==> src/design/pwbp_pkg.sv <==
// ---------------------------------------------------------------------------
// Pulse width bit packer package
// Shared word types, window constants and the queue entry layout.
// ---------------------------------------------------------------------------
package pwbp_pkg;

   // Slots in one serial frame window, start and stop slot included.
   localparam int unsigned WINDOW_SLOTS = 10;
   localparam logic [9:0] WINDOW_ONES = 10'h3FF;

   // Depth of the queue between the front and the back.
   localparam int unsigned QUEUE_DEPTH_DEF = 2;

   // Input word.
   typedef struct packed {
      logic [7:0] data_byte;
      logic       stream_end;
   } req_word_type;

   // Result word.
   typedef struct packed {
      logic [7:0] serial_byte;
      logic       item_last;
      logic       final_flush;
   } rsp_word_type;

   // Classified input word as it waits in the queue. need_left[k] is the
   // number of slots that the bits after bit pair k still need.
   typedef struct packed {
      logic [7:0]      data_byte;
      logic            stream_end;
      logic [2:0][4:0] need_left;
   } queue_entry_type;

endpackage

==> src/design/pwbp_front.sv <==
// ---------------------------------------------------------------------------
// Pulse width bit packer front
// Accepts input words and tags them with the slot demand of later bit pairs.
// ---------------------------------------------------------------------------
module pwbp_front (
   input  logic                     req_valid,
   output logic                     req_stall,
   input  pwbp_pkg::req_word_type   req_data,
   input  logic                     queue_full,
   output logic                     push_valid,
   output pwbp_pkg::queue_entry_type push_entry
);
   import pwbp_pkg::*;

   // The queue takes a word whenever it has room.
   assign req_stall  = queue_full;
   assign push_valid = req_valid && !queue_full;

   // A one bit needs two slots and a zero bit three. For each bit pair the
   // remaining demand of the bits above it is summed, so the back can tell
   // whether a later bit of the same word will still close a window.
   always_comb begin
      logic [4:0] sum;
      push_entry.data_byte  = req_data.data_byte;
      push_entry.stream_end = req_data.stream_end;
      for (int k = 0; k < 3; k++) begin
         sum = 5'd0;
         for (int b = 2 * k + 2; b < 8; b++) begin
            sum = sum + (req_data.data_byte[b] ? 5'd2 : 5'd3);
         end
         push_entry.need_left[k] = sum;
      end
   end

endmodule

==> src/design/pwbp_queue.sv <==
// ---------------------------------------------------------------------------
// Pulse width bit packer queue
// Small FIFO that decouples the front from the back.
// ---------------------------------------------------------------------------
module pwbp_queue #(
   parameter int unsigned DEPTH = pwbp_pkg::QUEUE_DEPTH_DEF
) (
   input  logic                      clock,
   input  logic                      reset,
   input  logic                      push_valid,
   input  pwbp_pkg::queue_entry_type push_entry,
   output logic                      full,
   input  logic                      pop,
   output logic                      pop_valid,
   output pwbp_pkg::queue_entry_type pop_entry
);
   import pwbp_pkg::*;

   localparam int unsigned ADDR_W = (DEPTH > 1) ? $clog2(DEPTH) : 1;
   localparam int unsigned CNT_W  = $clog2(DEPTH + 1);

   queue_entry_type   entry_ff [DEPTH];
   logic [ADDR_W-1:0] wr_ptr_ff, wr_ptr_in;
   logic [ADDR_W-1:0] rd_ptr_ff, rd_ptr_in;
   logic [CNT_W-1:0]  count_ff, count_in;
   logic              do_push;
   logic              do_pop;

   assign full      = (count_ff == CNT_W'(DEPTH));
   assign pop_valid = (count_ff != '0);
   assign pop_entry = entry_ff[rd_ptr_ff];
   assign do_push   = push_valid && !full;
   assign do_pop    = pop && pop_valid;

   // Pointer and fill count update, pointers wrap at the depth.
   always_comb begin
      wr_ptr_in = wr_ptr_ff;
      rd_ptr_in = rd_ptr_ff;
      count_in  = count_ff;
      if (do_push) begin
         wr_ptr_in = (wr_ptr_ff == ADDR_W'(DEPTH - 1)) ? '0 : wr_ptr_ff + 1'b1;
      end
      if (do_pop) begin
         rd_ptr_in = (rd_ptr_ff == ADDR_W'(DEPTH - 1)) ? '0 : rd_ptr_ff + 1'b1;
      end
      if (do_push && !do_pop) begin
         count_in = count_ff + 1'b1;
      end else if (do_pop && !do_push) begin
         count_in = count_ff - 1'b1;
      end
   end

   always_ff @(posedge clock) begin
      if (reset) begin
         wr_ptr_ff <= '0;
         rd_ptr_ff <= '0;
         count_ff  <= '0;
      end else begin
         wr_ptr_ff <= wr_ptr_in;
         rd_ptr_ff <= rd_ptr_in;
         count_ff  <= count_in;
      end
   end

   // Storage needs no reset.
   always_ff @(posedge clock) begin
      if (do_push) begin
         entry_ff[wr_ptr_ff] <= push_entry;
      end
   end

endmodule

==> src/design/pwbp_back.sv <==
// ---------------------------------------------------------------------------
// Pulse width bit packer back
// Packs two bits a cycle into the slot window while not stalled; drives the result.
// ---------------------------------------------------------------------------
module pwbp_back (
   input  logic                      clock,
   input  logic                      reset,
   input  logic                      queue_valid,
   input  pwbp_pkg::queue_entry_type queue_entry,
   output logic                      queue_pop,
   output logic                      rsp_valid,
   input  logic                      rsp_stall,
   output pwbp_pkg::rsp_word_type    rsp_data
);
   import pwbp_pkg::*;

   typedef enum logic [2:0] {
      ST_IDLE  = 3'b001,
      ST_PACK  = 3'b010,
      ST_FLUSH = 3'b100
   } back_state_type;

   typedef struct packed {
      logic       emit;
      logic [7:0] emit_byte;
      logic [9:0] window;
      logic [3:0] used;
   } bit_step_type;

   // One bit into the window. A full window is emitted first when the code
   // does not fit; the code then clears its low slots from the fill point.
   function automatic bit_step_type pack_bit(logic [9:0] window, logic [3:0] used,
                                             logic one);
      bit_step_type r;
      logic [1:0]   need;
      logic [9:0]   low_mask;
      need          = one ? 2'd2 : 2'd3;
      low_mask      = one ? 10'b01 : 10'b11;
      r.window      = window;
      r.used        = used;
      r.emit_byte   = window[8:1];
      r.emit        = ({1'b0, used} + {3'b0, need}) > 5'(WINDOW_SLOTS);
      if (r.emit) begin
         r.window = WINDOW_ONES;
         r.used   = 4'd0;
      end
      r.window = r.window & ~(low_mask << r.used);
      r.used   = r.used + {2'b0, need};
      return r;
   endfunction

   back_state_type  state_ff, state_in;
   queue_entry_type item_ff, item_in;
   logic [1:0]      step_ff, step_in;
   logic [9:0]      win_ff, win_in;
   logic [3:0]      used_ff, used_in;
   logic            rsp_valid_ff, rsp_valid_in;
   rsp_word_type    rsp_word_ff, rsp_word_in;

   bit_step_type    step_a;
   bit_step_type    step_b;
   logic [1:0]      pair;
   logic [4:0]      need_left;
   logic [5:0]      reach;
   logic            step_emit;
   logic [7:0]      step_byte;
   logic            step_last;
   logic            out_free;
   logic            item_done;
   logic            take;
   logic            push;

   assign rsp_valid = rsp_valid_ff;
   assign rsp_data  = rsp_word_ff;
   assign out_free  = !rsp_valid_ff || !rsp_stall;

   // Two bits of the current pair; at most one window closes per pair.
   always_comb begin
      pair      = item_ff.data_byte[{step_ff, 1'b0} +: 2];
      step_a    = pack_bit(win_ff, used_ff, pair[0]);
      step_b    = pack_bit(step_a.window, step_a.used, pair[1]);
      step_emit = step_a.emit || step_b.emit;
      step_byte = step_a.emit ? step_a.emit_byte : step_b.emit_byte;
      need_left = (step_ff == 2'd3) ? 5'd0 : item_ff.need_left[step_ff];
      reach     = {2'b0, step_b.used} + {1'b0, need_left};
      // Last result of this word when no later bit overflows and no flush follows.
      step_last = !item_ff.stream_end && (reach <= 6'(WINDOW_SLOTS));
   end

   // A word finishes on its last pair without flush, or on its flush.
   assign item_done = out_free &&
                      (((state_ff == ST_PACK) && (step_ff == 2'd3) && !item_ff.stream_end) ||
                       (state_ff == ST_FLUSH));
   assign take      = queue_valid && ((state_ff == ST_IDLE) || item_done);
   assign queue_pop = take;

   // Sequencer and window update.
   always_comb begin
      state_in     = state_ff;
      item_in      = item_ff;
      step_in      = step_ff;
      win_in       = win_ff;
      used_in      = used_ff;
      push         = 1'b0;
      rsp_word_in  = rsp_word_ff;
      case (state_ff)
         ST_IDLE: begin
            state_in = ST_IDLE;
         end
         ST_PACK: begin
            if (out_free) begin
               win_in  = step_b.window;
               used_in = step_b.used;
               step_in = step_ff + 2'd1;
               if (step_emit) begin
                  push                    = 1'b1;
                  rsp_word_in.serial_byte = step_byte;
                  rsp_word_in.item_last   = step_last;
                  rsp_word_in.final_flush = 1'b0;
               end
               if (step_ff == 2'd3) begin
                  state_in = item_ff.stream_end ? ST_FLUSH : ST_IDLE;
               end
            end
         end
         ST_FLUSH: begin
            // Eight packed bits always leave slots in use, so a flush emits.
            if (out_free) begin
               push                    = 1'b1;
               rsp_word_in.serial_byte = win_ff[8:1];
               rsp_word_in.item_last   = 1'b1;
               rsp_word_in.final_flush = 1'b1;
               win_in                  = WINDOW_ONES;
               used_in                 = 4'd0;
               state_in                = ST_IDLE;
            end
         end
         default: begin
            state_in = ST_IDLE;
         end
      endcase
      if (take) begin
         item_in  = queue_entry;
         step_in  = 2'd0;
         state_in = ST_PACK;
      end
   end

   // Output register: loaded on a push, cleared once taken.
   always_comb begin
      rsp_valid_in = rsp_valid_ff;
      if (push) begin
         rsp_valid_in = 1'b1;
      end else if (!rsp_stall) begin
         rsp_valid_in = 1'b0;
      end
   end

   always_ff @(posedge clock) begin
      if (reset) begin
         state_ff     <= ST_IDLE;
         step_ff      <= 2'd0;
         win_ff       <= WINDOW_ONES;
         used_ff      <= 4'd0;
         rsp_valid_ff <= 1'b0;
      end else begin
         state_ff     <= state_in;
         step_ff      <= step_in;
         win_ff       <= win_in;
         used_ff      <= used_in;
         rsp_valid_ff <= rsp_valid_in;
      end
   end

   // Payload registers.
   always_ff @(posedge clock) begin
      item_ff     <= item_in;
      rsp_word_ff <= rsp_word_in;
   end

   // A push never overwrites a word that the receiver has not taken.
   a_push_free: assert property (@(posedge clock) disable iff (reset)
      push |-> out_free)
      else $error("result pushed into an occupied output register");

   // The fill count never passes the window size.
   a_used_range: assert property (@(posedge clock) disable iff (reset)
      used_ff <= 4'(WINDOW_SLOTS))
      else $error("slot count beyond window size");

   // A flush always has slots to emit.
   a_flush_nonempty: assert property (@(posedge clock) disable iff (reset)
      (state_ff == ST_FLUSH) |-> (used_ff != 4'd0))
      else $error("flush with an empty window");

   // After a flush the window starts over all high and empty.
   a_flush_clears: assert property (@(posedge clock) disable iff (reset)
      ((state_ff == ST_FLUSH) && out_free) |=> ((win_ff == WINDOW_ONES) && (used_ff == 4'd0)))
      else $error("window not cleared after flush");

endmodule

==> src/design/pulse_width_bit_packer.sv <==
// ---------------------------------------------------------------------------
// Pulse width bit packer
// Encodes data bytes as pulse-width slot codes packed into serial bytes.
// ---------------------------------------------------------------------------
// Usage: words enter on the req_ channel (req_valid, req_stall, req_data) and
// packed serial bytes leave on the rsp_ channel (rsp_valid, rsp_stall,
// rsp_data). A word is taken at a clock edge where valid is high and stall is
// low. Each input byte is packed two bits a cycle by the back while the
// output is free, followed by a flush of the window when stream_end is set.
// An input word causes zero to four result words; item_last marks the last
// of them and final_flush marks the flushed window that ends a stream.
// A taken word is held in the queue and the back's item register before its
// first result is registered. A queue of QUEUE_DEPTH words between front
// and back takes new words while the back is busy; req_stall is its full flag.
// When rsp_stall is held the back halts on its current bit pair, the output
// word holds, and the queue then fills and stalls the input side.
// Synchronous reset empties the queue and output register and restarts the
// slot window all high and empty. There are no configuration registers.
// ---------------------------------------------------------------------------
module pulse_width_bit_packer #(
   parameter int unsigned QUEUE_DEPTH = pwbp_pkg::QUEUE_DEPTH_DEF
) (
   input  logic                   clock,
   input  logic                   reset,
   input  logic                   req_valid,
   output logic                   req_stall,
   input  pwbp_pkg::req_word_type req_data,
   output logic                   rsp_valid,
   input  logic                   rsp_stall,
   output pwbp_pkg::rsp_word_type rsp_data
);
   import pwbp_pkg::*;

   logic            push_valid;
   queue_entry_type push_entry;
   logic            queue_full;
   logic            queue_pop;
   logic            queue_valid;
   queue_entry_type queue_entry;

   // Front: accept and classify input words.
   pwbp_front u_front (
      .req_valid  (req_valid),
      .req_stall  (req_stall),
      .req_data   (req_data),
      .queue_full (queue_full),
      .push_valid (push_valid),
      .push_entry (push_entry)
   );

   // Queue between front and back.
   pwbp_queue #(
      .DEPTH (QUEUE_DEPTH)
   ) u_queue (
      .clock      (clock),
      .reset      (reset),
      .push_valid (push_valid),
      .push_entry (push_entry),
      .full       (queue_full),
      .pop        (queue_pop),
      .pop_valid  (queue_valid),
      .pop_entry  (queue_entry)
   );

   // Back: slot packing and result output.
   pwbp_back u_back (
      .clock       (clock),
      .reset       (reset),
      .queue_valid (queue_valid),
      .queue_entry (queue_entry),
      .queue_pop   (queue_pop),
      .rsp_valid   (rsp_valid),
      .rsp_stall   (rsp_stall),
      .rsp_data    (rsp_data)
   );

endmodule
==> config.mk <==
export PLATFORM = sky130hd
export DESIGN_NAME = pulse_width_bit_packer
export DESIGN_NICKNAME = d
export VERILOG_FILES = /design/src/design/pwbp_pkg.sv /design/src/design/pwbp_front.sv /design/src/design/pwbp_queue.sv /design/src/design/pwbp_back.sv /design/src/design/pulse_width_bit_packer.sv
export SDC_FILE = /design/constraint.sdc
export NUM_CORES = 1
export LEC_CHECK = 0
export ABC_AREA = 1
export BUFFER_PORTS_ARGS = -buffer_cell sky130_fd_sc_hd__buf_2
export CAP_MARGIN = 15
export CORE_MARGIN = 1
export CORE_UTILIZATION = 40
export DETAILED_ROUTE_END_ITERATION = 8
export SKIP_LAST_GASP = 1
export SYNTH_ARGS = -nofsm -noshare
export SYNTH_HDL_FRONTEND = slang
export SYNTH_SLANG_ARGS = --single-unit
==> constraint.sdc <==
create_clock -name clock -period 10.76 [get_ports clock]
set_clock_uncertainty 0.05 [all_clocks]
set_input_delay 0.538 -clock clock [delete_from_list [all_inputs] [get_ports clock]]
set_output_delay 0.538 -clock clock [all_outputs]
set_load 0.005 [all_outputs]
==> results.md <==
- Wire length per cell: 13.3 µm
- Share of layout cells above drive strength 1: 0.124
- Syn Inst Count: 468
- Sink Count: 86
- Fin Setup TNS: 0 ps
- Initial antenna violation count: 0
- All-Layer GR Usage: 0.168
- DRT Wirelength: 8.49 mm
- Crit-path slowest cell: dfxtp_1
- DRC Markers: 0
- Largest net degree at the start of global routing: 21
- Die ar.: 11200 µm²
- Logic pwr share: 0.342
- DP Wirelength: 6.24 mm
- Area grow syn2layout: 10.9%
- Clk root buf: clkbuf_8
- Overflow after GRT: 0
- GP Congestion: 0.878
- Maximum VDD drop: 0.111 mV
- Setup crit start kind: register
- Setup bufs post-CTS: 0
- Vias per cell: 4.90
- CP Max Fanout: 13
- Port-buffer cells: 24
- Setup violators final: 0
- Sequential share of power: 0.449
- Slew headroom: 0.381
- Top cell by count, worst path: inv_1
- Post-CTS Hold Fix Bufs: 0
- Switch share: 0.369
- I/O pins: 25
- Worst-margin pin slew: 925 ps
- FF+latch count, synth: 86
- Pwr dens: 230 nW/µm²
- Maximum clock path buffer count: 2
- CTS clock-pin slew for the worst setup and hold paths: 100 ps
- Die height: 106 µm
- Final Cycle Share: 0.525
- H-tree Lvls: 3
- Critical path required time: 10950 ps
- Latest clock arrival within the worst-skew pair: 360 ps
- Most frequent cells in the layout: nand2_1, inv_1, edfxtp_1
- Yosys warns: 0
- Starting Density: 0.416
- Detailed-route via count: 3122
- Fin crit period: 5650 ps
- WP data arrival: 5830 ps
- Switch Pwr: 0.407 mW
- Slowest stage delay, CP: 540 ps
- Sequential-to-total area share from yosys stat: 0.546
- Pwr Total: 1.10 mW
- Int Pwr: 0.695 mW
- TritonRoute pass-1 iters: 4
- Row count: 37
- Number of buffers created by CTS: 9
- Cts repair resizes: 0
- Min-Delay Path Class: input pin to register
- Syn avg cell area: 9.25 µm²
- Max-slew violations: 0
- Synth cell types: 32
- RSZ-0062 raised after global routing: no
- Flop-to-flop setup slack: 5110 ps
- CTS tree: done
- Mapped Area: 4330 µm²
- Antenna Nets Post-Route: 0
- Layout Nets: 534
- Status: complete, no violations
- Commonest non-fill, non-tap cell in the layout: nand2_1
- Global-route wire length before repair: 14.3 mm
- Peak Freq: 177 MHz
- Iter 0 DRT Violations: 144
- Chip width: 106 µm
- Worst setup EP type: register
- Leak: 2.16 nW
- Mapped Nets: 506
- N_diodes: 0
- Area of the core: 10400 µm²
- Vias in the first global route: 3048
- Final hold violations: 0
- # Max-Cap Violations: 0
- Clock Power Share: 0.209
- WS Path Type: register to register
synth_stat cells, drive strengths merged:
master	number	area share
o311ai	1	0.0020
buf	1	0.0012
a31oi	1	0.0014
o2111ai	5	0.010
nor2	29	0.027
a21oi	28	0.032
nand3	28	0.040
o22ai	2	0.0029
a211oi	1	0.0017
edfxtp	64	0.44
xor2	1	0.0020
nand2	143	0.13
a21boi	3	0.0052
clkinv	1	0.00087
inv	71	0.062
o21ai	20	0.023
clkbuf	9	0.0078
ha	21	0.061
o21a	1	0.0017
nor3	2	0.0023
fa	4	0.018
a32oi	2	0.0040
dfxtp	22	0.10
nand4	5	0.0072
o221ai	3	0.0061
path summary, 6_finish.rpt:
| kind | start | to | cells past startpoint |
|---|---|---|---|
| worst max-delay path | u_back.step_ff[0] | u_back.rsp_data[1] | 38 |
| worst min-delay path | req_data[2] | u_queue.entry_ff[1][17] | 1 |
| worst max register to register | u_back.step_ff[0] | u_back.rsp_data[1] | 38 |
| worst min register to register | u_back.used_ff[0] | u_back.used_ff[0] | 2 |
power by group through the flow:
| stage | logic, mW | registers, mW | clock network, mW |
|---|---|---|---|
| floorplan | 0.301 | 0.479 | 0 |
| global placement | 0.371 | 0.504 | 0 |
| detailed placement | 0.376 | 0.504 | 0 |
| CTS | 0.380 | 0.497 | 0.237 |
| global route | 0.444 | 0.503 | 0.251 |
| finish | 0.377 | 0.495 | 0.230 |
registers in the layout, summed over array words and instances (netlist names):
register	count
u_back.rsp_valid	1
u_queue.wr_ptr_ff	1
u_back.step_ff	2
u_queue.count_ff	2
u_back.item_ff	18
u_queue.rd_ptr_ff	1
u_back.win_ff	8
u_back.state_ff	3
u_back.used_ff	4
u_queue.entry_ff	36
u_back.rsp_data	10
worst max-delay path: cells and delay by family (launching register included):
family          cells  cell delay (ps)
compound gates      3              530
fa+ha+maj           6             1420
buf+inv            11             1060
flops               1              540
simple gates       18             1930
final cells by class:
cell class              count  area (µm²)
fillers                   992        5620
flip-flops and latches     86        2360
multi-input cells         300        1660
inverters                  72         270
well taps                 136         170
repair buffers             27         143
clock buffers              10         128
clock inverters             6        68.8
metrics by stage:
| stage | hold WS [ps] | instances | util | setup slack [ps] | cell area [µm²] |
|---|---|---|---|---|---|
| final | 323 | 637 | 0.461 | 5110 | 4800 |
| after global routing | 294 | 637 | 0.461 | 4460 | 4800 |
| after CTS | 301 | 637 | 0.461 | 5150 | 4800 |
| after detailed placement | 434 | 621 | 0.442 | 5170 | 4600 |
| after global placement | 422 | 621 | 0.442 | 5390 | 4600 |
| after floorplan | 398 | 468 | - | 5760 | 4330 |
kinds of logic after synthesis:
group           synth area share
fa+ha+maj                 0.0792
simple gates               0.211
buf+inv                   0.0714
compound gates            0.0907
flops                      0.546
xor+xnor                 0.00202
routing by layer:
metal  wire length [µm]  part of all wire  vias to the layer above  track usage
met5                  0                 0                        -            0
met4                266             0.031                        0        0.106
met3                240             0.028                       18       0.0331
met2               4250              0.50                       57        0.289
met1               3730              0.44                     1439        0.191
li1                   -                 -                     1608            -
(Power assumes the default switching activity.)
